$ cat src/rtl/hkf_pkg.sv
// Shared types, constants and saturation helpers for the horizontal Kalman filter.
// Used by every module of the block; depends on nothing.
package hkf_pkg;

  localparam int VW = 32;
  localparam int PW = 48;
  localparam int CW = 47;
  localparam int MW = 51;
  localparam int NCFG = 6;
  localparam int CFG_IDX_W = 3;
  localparam int DIV_STEPS = PW + 32;

  localparam int CFG_TIME_STEP = 0;
  localparam int CFG_PROC_POS = 1;
  localparam int CFG_PROC_VEL = 2;
  localparam int CFG_MEAS_POS = 3;
  localparam int CFG_MEAS_VEL = 4;
  localparam int CFG_INIT_VAR = 5;

  localparam logic [CW-1:0] CFG_RESET [NCFG] = '{
    47'd134217728, 47'd1048576, 47'd67108864,
    47'd21474836480, 47'd4294967296, 47'd4294967296
  };

  localparam logic signed [MW-1:0] ONE_Q = 51'sd4294967296;

  typedef enum logic [1:0] {
    KIND_INIT,
    KIND_PROP,
    KIND_POS,
    KIND_VEL
  } kind_t;

  typedef enum logic [3:0] {
    STEP_INIT,
    STEP_PR_DP11,
    STEP_PR_POS,
    STEP_PR_VEL,
    STEP_PR_P00,
    STEP_PR_COMMIT,
    STEP_UP_SETUP,
    STEP_UP_KA,
    STEP_UP_KB,
    STEP_UP_POS,
    STEP_UP_VEL,
    STEP_UP_N0,
    STEP_UP_N1,
    STEP_UP_N2,
    STEP_UP_N3,
    STEP_UP_COMMIT
  } step_t;

  typedef struct packed {
    kind_t kind;
    step_t step;
    logic  axis;
    logic  load;
    logic  exec;
    logic  mul_start;
    logic  div_start;
    logic  emit;
  } cmd_t;

  typedef struct packed {
    logic mul_done;
    logic div_done;
    logic skip;
  } sts_t;

  function automatic logic ovf32(input logic signed [51:0] v);
    return (v > 52'sd2147483647) || (v < -52'sd2147483648);
  endfunction

  function automatic logic signed [31:0] clip32(input logic signed [51:0] v);
    if (v > 52'sd2147483647) return 32'sh7fffffff;
    else if (v < -52'sd2147483648) return 32'sh80000000;
    else return 32'(v);
  endfunction

  function automatic logic ovf48(input logic signed [51:0] v);
    return (v > 52'sd140737488355327) || (v < -52'sd140737488355328);
  endfunction

  function automatic logic signed [47:0] clip48(input logic signed [51:0] v);
    if (v > 52'sd140737488355327) return 48'sh7fffffffffff;
    else if (v < -52'sd140737488355328) return 48'sh800000000000;
    else return 48'(v);
  endfunction

endpackage

$ cat src/rtl/hkf_ctrl.sv
// Filter sequencer: walks the step list of each item kind over both axes.
// Drives hkf_dp through hkf_pkg::cmd_t and owns the input and output handshakes.
module hkf_ctrl (
  input  logic                clk,
  input  logic                rst,
  input  logic                s_tvalid,
  output logic                s_tready,
  input  hkf_pkg::kind_t      kind_in,
  input  logic                m_tready,
  output logic                m_tvalid,
  input  hkf_pkg::sts_t       sts,
  output hkf_pkg::cmd_t       cmd
);

  typedef enum logic [2:0] {
    S_IDLE,
    S_ISSUE,
    S_WAIT_MUL,
    S_WAIT_DIV,
    S_CHECK,
    S_EMIT
  } state_t;

  typedef enum logic [1:0] {
    CL_MUL,
    CL_DIV,
    CL_EXEC
  } op_cls_t;

  state_t          state;
  hkf_pkg::step_t  step;
  hkf_pkg::kind_t  kind;
  logic            axis;
  logic            out_valid;

  op_cls_t         cls;
  hkf_pkg::step_t  step_succ;
  state_t          ea_state;
  logic            ea_axis;
  hkf_pkg::step_t  ea_step;

  function automatic hkf_pkg::step_t first_step(input hkf_pkg::kind_t k);
    unique case (k)
      hkf_pkg::KIND_INIT: return hkf_pkg::STEP_INIT;
      hkf_pkg::KIND_PROP: return hkf_pkg::STEP_PR_DP11;
      default:            return hkf_pkg::STEP_UP_SETUP;
    endcase
  endfunction

  always_comb begin
    unique case (step) inside
      hkf_pkg::STEP_UP_KA, hkf_pkg::STEP_UP_KB: cls = CL_DIV;
      hkf_pkg::STEP_INIT, hkf_pkg::STEP_PR_COMMIT, hkf_pkg::STEP_UP_SETUP,
      hkf_pkg::STEP_UP_COMMIT: cls = CL_EXEC;
      default: cls = CL_MUL;
    endcase
    step_succ = hkf_pkg::step_t'(step + 4'd1);
    if (kind == hkf_pkg::KIND_INIT || axis) begin
      ea_state = S_EMIT;
      ea_axis = axis;
      ea_step = step;
    end else begin
      ea_state = S_ISSUE;
      ea_axis = 1'b1;
      ea_step = first_step(kind);
    end
    s_tready = state == S_IDLE;
    m_tvalid = out_valid;
    cmd.kind = kind;
    cmd.step = step;
    cmd.axis = axis;
    cmd.load = s_tvalid && s_tready;
    cmd.exec = state == S_ISSUE && cls == CL_EXEC;
    cmd.mul_start = state == S_ISSUE && cls == CL_MUL;
    cmd.div_start = state == S_ISSUE && cls == CL_DIV;
    cmd.emit = state == S_EMIT && (!out_valid || m_tready);
  end

  always_ff @(posedge clk) begin
    if (rst) begin
      state <= S_IDLE;
      step <= hkf_pkg::STEP_INIT;
      kind <= hkf_pkg::KIND_INIT;
      axis <= 1'b0;
      out_valid <= 1'b0;
    end else begin
      if (cmd.emit) out_valid <= 1'b1;
      else if (m_tready) out_valid <= 1'b0;
      unique case (state)
        S_IDLE: begin
          if (cmd.load) begin
            kind <= kind_in;
            axis <= 1'b0;
            step <= first_step(kind_in);
            state <= S_ISSUE;
          end
        end
        S_ISSUE: begin
          unique case (cls)
            CL_MUL: state <= S_WAIT_MUL;
            CL_DIV: state <= S_WAIT_DIV;
            default: begin
              if (step == hkf_pkg::STEP_UP_SETUP) begin
                state <= S_CHECK;
              end else begin
                state <= ea_state;
                axis <= ea_axis;
                step <= ea_step;
              end
            end
          endcase
        end
        S_WAIT_MUL: begin
          if (sts.mul_done) begin
            step <= step_succ;
            state <= S_ISSUE;
          end
        end
        S_WAIT_DIV: begin
          if (sts.div_done) begin
            step <= step_succ;
            state <= S_ISSUE;
          end
        end
        S_CHECK: begin
          if (sts.skip) begin
            state <= ea_state;
            axis <= ea_axis;
            step <= ea_step;
          end else begin
            step <= hkf_pkg::STEP_UP_KA;
            state <= S_ISSUE;
          end
        end
        S_EMIT: begin
          if (cmd.emit) state <= S_IDLE;
        end
        default: state <= S_IDLE;
      endcase
    end
  end

  a_one_unit: assert property (@(posedge clk) disable iff (rst)
    !(cmd.mul_start && cmd.div_start))
    else $error("multiplier and divider started together");

  a_busy_after_accept: assert property (@(posedge clk) disable iff (rst)
    (s_tvalid && s_tready) |=> !s_tready)
    else $error("input accepted while an item is in work");

  a_emit_room: assert property (@(posedge clk) disable iff (rst)
    cmd.emit |-> (!m_tvalid || m_tready))
    else $error("result overwrote an untaken transaction");

  a_wait_mul: assert property (@(posedge clk) disable iff (rst)
    cmd.mul_start |=> state == S_WAIT_MUL)
    else $error("multiply issued without waiting for it");

endmodule

$ cat config.mk
export PLATFORM = sky130hd
export DESIGN_NAME = hkf_ctrl
export DESIGN_NICKNAME = d
export VERILOG_FILES = /design/src/rtl/hkf_pkg.sv /design/src/rtl/hkf_ctrl.sv
export SDC_FILE = /design/constraint.sdc
export NUM_CORES = 1
export LEC_CHECK = 0
export ABC_CLOCK_PERIOD_IN_PS = 5950
export BUFFER_PORTS_ARGS = -buffer_cell sky130_fd_sc_hd__buf_2
export CAP_MARGIN = 0
export CORE_UTILIZATION = 50
export CTS_CLUSTER_SIZE = 20
export DETAILED_ROUTE_END_ITERATION = 10
export PLACE_DENSITY = 0.79
export SYNTH_ARGS = -nofsm -noshare
export SYNTH_HDL_FRONTEND = slang
export SYNTH_SLANG_ARGS = --single-unit
$ cat constraint.sdc
create_clock -name clk -period 5.95 [get_ports clk]
set_clock_uncertainty 0.1 [all_clocks]
set_input_delay 0.595 -clock clk [delete_from_list [all_inputs] [get_ports clk]]
set_output_delay 0.595 -clock clk [all_outputs]
set_load 0.01 [all_outputs]
======== After elaboration in Yosys (flattened, before gate mapping) ========
Index checks and enable logic that the tools add are counted.
storage, ports and cells
  register bits ........................... 11
  output and inout port bits .............. 14
  logic and storage cells ................. 78
  memories kept ........................... 0
  memory bits (writable) .................. 0
  bits in read-only memories .............. 0
  latch bits .............................. 0
operators by class
  multipliers ............................. 0
  multiplexer cells ....................... 28
  bitwise operators ....................... 0
  add/subtract/negate cells ............... 1
  shift-type cells ........................ 0
  order comparisons ....................... 0
  divide/modulo/power cells ............... 0
  equality and inequality tests ........... 21
  reduce and logical (&&, ||, !) cells .... 23
operators by type and width
  kind                                                 number
  2-to-1 mux 4 bit                                     7
  2-to-1 mux 3 bit                                     7
  case mux 4 bit (5 select lines)                      1
  case mux 3 bit (2 select lines)                      3
  case mux 3 bit (6 select lines)                      1
  equality test 4 x 3 -> 1 bit, second input constant  3
  inequality test 2 bit, second input constant         6
  equality test 4 bit, second input constant           2
  2-to-1 mux 1 bit                                     7
  equality test 2 x 1 -> 1 bit, second input constant  3
  equality test 3 x 2 -> 1 bit, second input constant  2
  equality test 3 bit, second input constant           2
  zero test 2 bit                                      3
  AND reduction 6 bit                                  1
  logical AND 1 bit                                    5
  AND reduction 5 bit                                  1
  nonzero test 5 bit                                   1
  adder 4 x 1 -> 4 bit, second input constant          1
  zero test 4 bit                                      1
  case mux 2 bit (2 select lines)                      1
  AND reduction 4 bit                                  1
  OR reduction 2 bit                                   2
  OR reduction 4 bit                                   1
  equality test 3 x 1 -> 1 bit, second input constant  1
  9 further kinds                                      10

======== Longest topological paths before layout ========
Gate-level depths: netlist (run 1).
  depth in word-level cells ............... 7
  gate-level depth with buffers ........... 8

======== Least setup slack after synthesis (run 1) ========
OpenSTA, ideal clock, no wires.
  path kind ............................... reg2out
  start point ............................. register step[0]
  end point ............................... output cmd[1] (netlist bit)
  slack ................................... 3612 ps
  required time ........................... 5255 ps
  stages on the path, launching flop included .. 7
  data arrival time ....................... 1643 ps
  cells stage by stage .................... dfxtp_1 inv_1 ha_1 or3_1 a32oi_1 nand2_1 nor2b_1
RTL lines
  element                   RTL line         RTL
  start: declaration        hkf_ctrl.sv:31   hkf_pkg::step_t step;
  start signal: assignment  hkf_ctrl.sv:82   step <= hkf_pkg::STEP_INIT;
  start signal: assignment  hkf_ctrl.sv:94   step <= first_step(kind_in);
  start signal: assignment  hkf_ctrl.sv:108  step <= ea_step;
  end: declaration          hkf_ctrl.sv:12   output hkf_pkg::cmd_t cmd

==> results.ini, run 1 <==
[drt]
final_antenna_net_count=0
wire_per_inst_um=13.3
route.detailed.drc=0
drt_iter0_drc=19
wl_mm=2.18
viasPerCell=5.73
num_vias=940
drt_pass1_iterations=4

[floorplanning]
die_area_mm2=0.00197
io_pins=23
die_h_um=44.4
initial_core_util=0.563
die_w_um=44.4
core_mm2=0.00159
fp-row-count=14

[setup_path]
critPathArrivalTime_ns=2.09
crit_chain=inv_1 > ha_1 > or3_1 > a32oi_1 > nand2_1 > nor2b_1 > buf_2
critPathRequiredTime_ns=5.26
crit_path_start_kind=register
r2r_end=step[0]
crit_slowest_cell=dfxtp_1
end_kind=output pin
path_max_fanout=8
reg2reg_slack_ns=3.62
critical_path_class=reg -> out
r2r_start=step[0]
cp_slowest_stage_delay_ns=0.48
ff2ff_path_depth=7

[timing]
final.period_utilization=0.468
tns_ns=0
setup_viol=0
max_freq_mhz=359
min_period_ns=2.78
max_slew_margin=0.616
hold_viol_final=0
tightestPinTransition_ns=0.575
rsz0062_at_grt=no
slew_violations=0

[clocking]
cts_buffer_depth=2
clkSinkCount=11
root_buffer=clkbuf_4
cts_buffers=3
hold_buffers=0
clk_latency_ns=0.28
cts_tree=built
cts_resized=0
htree_levels=1
clk_pin_slew_ns=0.07
post_cts_buffers=0

[placement]
place_congestion=0.942
hpwlAfterDp_mm=1.62
place_area_mm2=0.00101
io_buffers=22

[final_layout]
final_util=0.648
finalNetCount=154
postLayoutCellArea_mm2=0.00103
syn2layout_area_growth_pct=15.1
layout-drive-gt1-share=0.221
antenna_cells=0

[min_path]
hold_depth=2
hold_class=reg -> reg
holdPathEnd=kind[0]
hp-start=kind[0]

[power]
vdd_ir_drop_max_mv=0.241
design_power_total_mw=0.435
power.leakage_nw=0.435
cellPowerDensity_mw_per_mm2=422

[global_route]
grt_first_pass_wirelength_mm=3.63
antenna_found_initial=0
track_usage=0.249
grt_pass1_vias=819
grt_remaining_overflow=0
grt_max_degree=20

[status]
run_status=completed

[logic_synthesis]
synthesis.area_um2=897
synthesis.nets=134
seq_area_frac_synth=0.245
synthArstFlopShare=0
synth_cell_types=41
netlist_instances=121
synth_warnings=0
synth_ff_type=dfxtp_1
avgSynthCellArea_um2=7.41
synth-seq-cells=11
synth-edff-count=0

[flow_run]
max_cap_viol_count=0

stage by stage:
stage | setup slack [ns] | std cells | hold slack [ns]
floorplan | 3.61 | 121 | 0.400
global placement | 3.56 | 160 | 0.372
detailed placement | 3.48 | 160 | 0.379
CTS | 3.18 | 164 | 0.391
global route | 2.99 | 164 | 0.433
finish | 3.17 | 164 | 0.390
routing by layer:
| metal | vias up | GRT usage | wire (µm) |
|---|---|---|---|
| li1 | 481 | - | - |
| met5 | - | 0 | 0 |
| met1 | 420 | 0.354 | 1040 |
| met4 | 0 | 0.109 | 39 |
| met2 | 34 | 0.379 | 996 |
| met3 | 5 | 0.0245 | 103 |
cells by family after synthesis:
logic type / Yosys count / share of synthesized area
xor+xnor: 1 / 0.00976
buf+inv: 14 / 0.0642
flops: 11 / 0.245
compound gates: 37 / 0.293
simple gates: 53 / 0.321
mux: 1 / 0.0112
fa+ha+maj: 4 / 0.0558
registers in the layout (all words and copies together) (netlist names):
register and count:
step 4, axis 1, m_tvalid 1, state 3, kind 2
power breakdown:
part | total, mW | switching [mW] | internal [mW]
logic | 0.246 | 0.138 | 0.109
clock network | 0.0546 | 0.0286 | 0.0260
registers | 0.134 | 0.0424 | 0.0920
total | 0.435 | 0.209 | 0.227
layout by cell type (no fill, tap or decap), types with 3 or more instances in the layout:
| cell type | count |
|---|---|
| inv_1 | 7 |
| nand2b_1 | 3 |
| o21ai_0 | 6 |
| a21oi_1 | 10 |
| dfxtp_1 | 11 |
| clkbuf_4 | 3 |
| nor2_1 | 12 |
| nor3_1 | 6 |
| or3_1 | 3 |
| buf_2 | 22 |
| ha_1 | 4 |
| nand2_1 | 9 |
| a211oi_1 | 3 |
| nor2b_1 | 7 |
synthesized netlist by cell type, types with 2 or more instances:
cell / instances / area share
a211oi_1: 3 / 0.025
a21oi_1: 10 / 0.056
and3b_1: 2 / 0.020
clkbuf_1: 5 / 0.021
dfxtp_1: 11 / 0.25
ha_1: 4 / 0.056
inv_1: 7 / 0.029
nand2_1: 9 / 0.038
nand2b_1: 3 / 0.021
nand3_1: 2 / 0.011
nand3b_1: 2 / 0.017
nand4_1: 2 / 0.014
nor2_1: 12 / 0.050
nor2b_1: 7 / 0.049
nor3_1: 6 / 0.033
o211ai_1: 2 / 0.017
o21ai_0: 6 / 0.033
o22ai_1: 2 / 0.014
o22ai_2: 2 / 0.028
or3_1: 3 / 0.021
layout make-up:
cell class                      instances  area (µm²)
Fill cell                             165         562
Tap cell                               24        30.0
Sequential cell                        11         220
Timing Repair Buffer                   22         110
Clock buffer                            4        26.3
Inverter                                7        26.3
Multi-Input combinational cell         96         619
worst max-delay path, delay by kind of cell, from the launching register on:
kind                       cells  cell delay, ns
adders and majority gates      1            0.23
and+or+nand+nor                3            0.60
buffers and inverters          2            0.26
AOI/OAI and AO/OA              1            0.25
DFF                            1            0.48
worst max path at each step:
stage,startpoint,end
floorplan,step[0],cmd[1]
global placement,step[0],cmd[1]
detailed placement,step[0],cmd[1]
CTS,step[0],cmd[1]
global route,step[0],cmd[1]
finish,step[0],cmd[1]
(Power assumes the default switching activity.)
==> inputs of run 2 (changes only) <==
ABC_AREA = 1   (was default)
ABC_CLOCK_PERIOD_IN_PS = 2370   (was 5950)
CORE_UTILIZATION = 47   (was 50)
PLACE_DENSITY = 0.78   (was 0.79)
clock period = 2.37 ns   (was 5.95 ns; I/O delays follow)
==> results.ini, run 2 <==
[global_route]
track_usage=0.260
grt_first_pass_wirelength_mm=3.87
grt_max_degree=9
grt_pass1_vias=904
antenna_found_initial=0
grt_remaining_overflow=0

[drt]
drt_iter0_drc=39
final_antenna_net_count=0
route.detailed.drc=0
viasPerCell=5.13
drt_pass1_iterations=4
wl_mm=2.38
num_vias=1025
wire_per_inst_um=11.9

[placement]
hpwlAfterDp_mm=1.86
dp_slack_ns=0.639
io_buffers=22
place_congestion=0.926

[floorplanning]
initial_core_util=0.518
core_mm2=0.00178
die_area_mm2=0.00215
die_w_um=46.3
die_h_um=46.3
io_pins=23
fp-row-count=15

[logic_synthesis]
synthArstFlopShare=0
synth_cell_types=23
synth_top_area_cell=dfxtp_1
synth_area_leaders=dfxtp_1 (24%), nand2_1 (17%), inv_1 (8.1%), nor2_1 (8.1%), nand3_1 (7.0%)
avgSynthCellArea_um2=6.16
synthesis.nets=163
synth_warnings=0
yosysTopAreaCellShare=0.238
netlist_instances=150
synth_ff_type=dfxtp_1
ys_top_cells_by_count=nand2_1 (41), inv_1 (20), nor2_1 (20)
seq_area_frac_synth=0.238
synthesis.area_um2=923
synth-seq-cells=11
synth.most_common_cell=nand2_1
synth-edff-count=0

[timing]
tightestPinTransition_ns=0.581
max_freq_mhz=486
max_slew_margin=0.610
hold_viol_final=0
slew_violations=0
min_period_ns=2.06
final.period_utilization=0.869
setup_viol=0
timing.final.ws_setup_ns=0.311
whs_ns=0.103
tns_ns=0
rsz0062_at_grt=no

[final_layout]
syn2layout_area_growth_pct=17.3
final_util=0.608
fill_cells=182
biggestRegsByFlops=step: 4 flops, state: 3 flops, kind: 2 flops
final_cell_mix=nand2_1 (41), buf_2 (22), inv_1 (20), nor2_1 (20), nand3_1 (13)
largest_register_ffs=4
final_common_cell=nand2_1
antenna_cells=0
finalNetCount=189
top_register=step
layout-drive-gt1-share=0.246

[power]
power.leakage_nw=0.622
cellPowerDensity_mw_per_mm2=1290
vdd_ir_drop_max_mv=0.721

[clocking]
cts_buffers=3
hold_buffers=0
cts_resized=0
root_buffer=clkbuf_4
cts_buffer_depth=2
clk_pin_slew_ns=0.08
clk_latency_ns=0.28
htree_levels=1
post_cts_buffers=0
clkSinkCount=11
cts_tree=built

[setup_path]
end_kind=output pin
critPathRequiredTime_ns=2.03
crit_path_start_kind=register
path_max_fanout=7
critPathArrivalTime_ns=1.72
critical_path_class=reg -> out

[min_path]
hold_class=in -> reg

[status]
run_status=completed

[flow_run]
max_cap_viol_count=0

run 2: metrics by stage:
step                cells  instance area [µm²]  power [mW]
global route          200                 1080        1.52
global placement      196                 1060        1.22
floorplan             150                  923        1.02
CTS                   200                 1080        1.39
detailed placement    196                 1060        1.24
finish                200                 1080        1.39
run 2: critical path: stages, from the launching register on:
cell and delay, ns:
dfxtp_1 0.43, inv_1 0.12, ha_1 0.23, nor2_1 0.10
nor2_1 0.08, nor2_4 0.16, nand2_4 0.09, nor2_1 0.09
buf_2 0.13
run 2: layout make-up:
type	count	area, µm²	share of cell area
Multi-Input combinational cell	114	603	0.557
Sequential cell	11	220	0.203
Timing Repair Buffer	22	110	0.102
Inverter	24	92.6	0.0855
Tap cell	25	31.3	0.0289
Clock buffer	4	26.3	0.0242
run 2: kinds of logic (layout without fill, tap and decap cells):
| group | count (synthesis) | in the layout | share of synthesized area |
|---|---|---|---|
| simple gates | 95 | 95 | 0.512 |
| buf+inv | 25 | 50 | 0.108 |
| compound gates | 15 | 15 | 0.0867 |
| flops | 11 | 11 | 0.238 |
| fa+ha+maj | 4 | 4 | 0.0542 |
run 2: routing by layer:
layer  vias up  global-route usage  wire length [µm]
li1        525                   -                 -
met1       458               0.325              1090
met2        37               0.425              1130
met3         5              0.0353               103
met4         0               0.141                57
met5         -                   0                 0
run 2: power by group:
part | total [mW] | internal [mW] | switching [mW]
clock network | 0.142 | 0.0655 | 0.0763
logic | 0.932 | 0.334 | 0.598
registers | 0.320 | 0.240 | 0.0800
total | 1.39 | 0.640 | 0.755
run 2: path summary, 6_finish.rpt:
kind	slack [ns]	to	from	depth (start not counted)
max	0.31	cmd[1]	step[0]	8
min	0.10	kind[0]	kind_in[0]	3
max reg2reg	0.65	step[2]	step[0]	10
min reg2reg	0.41	kind[0]	kind[0]	2
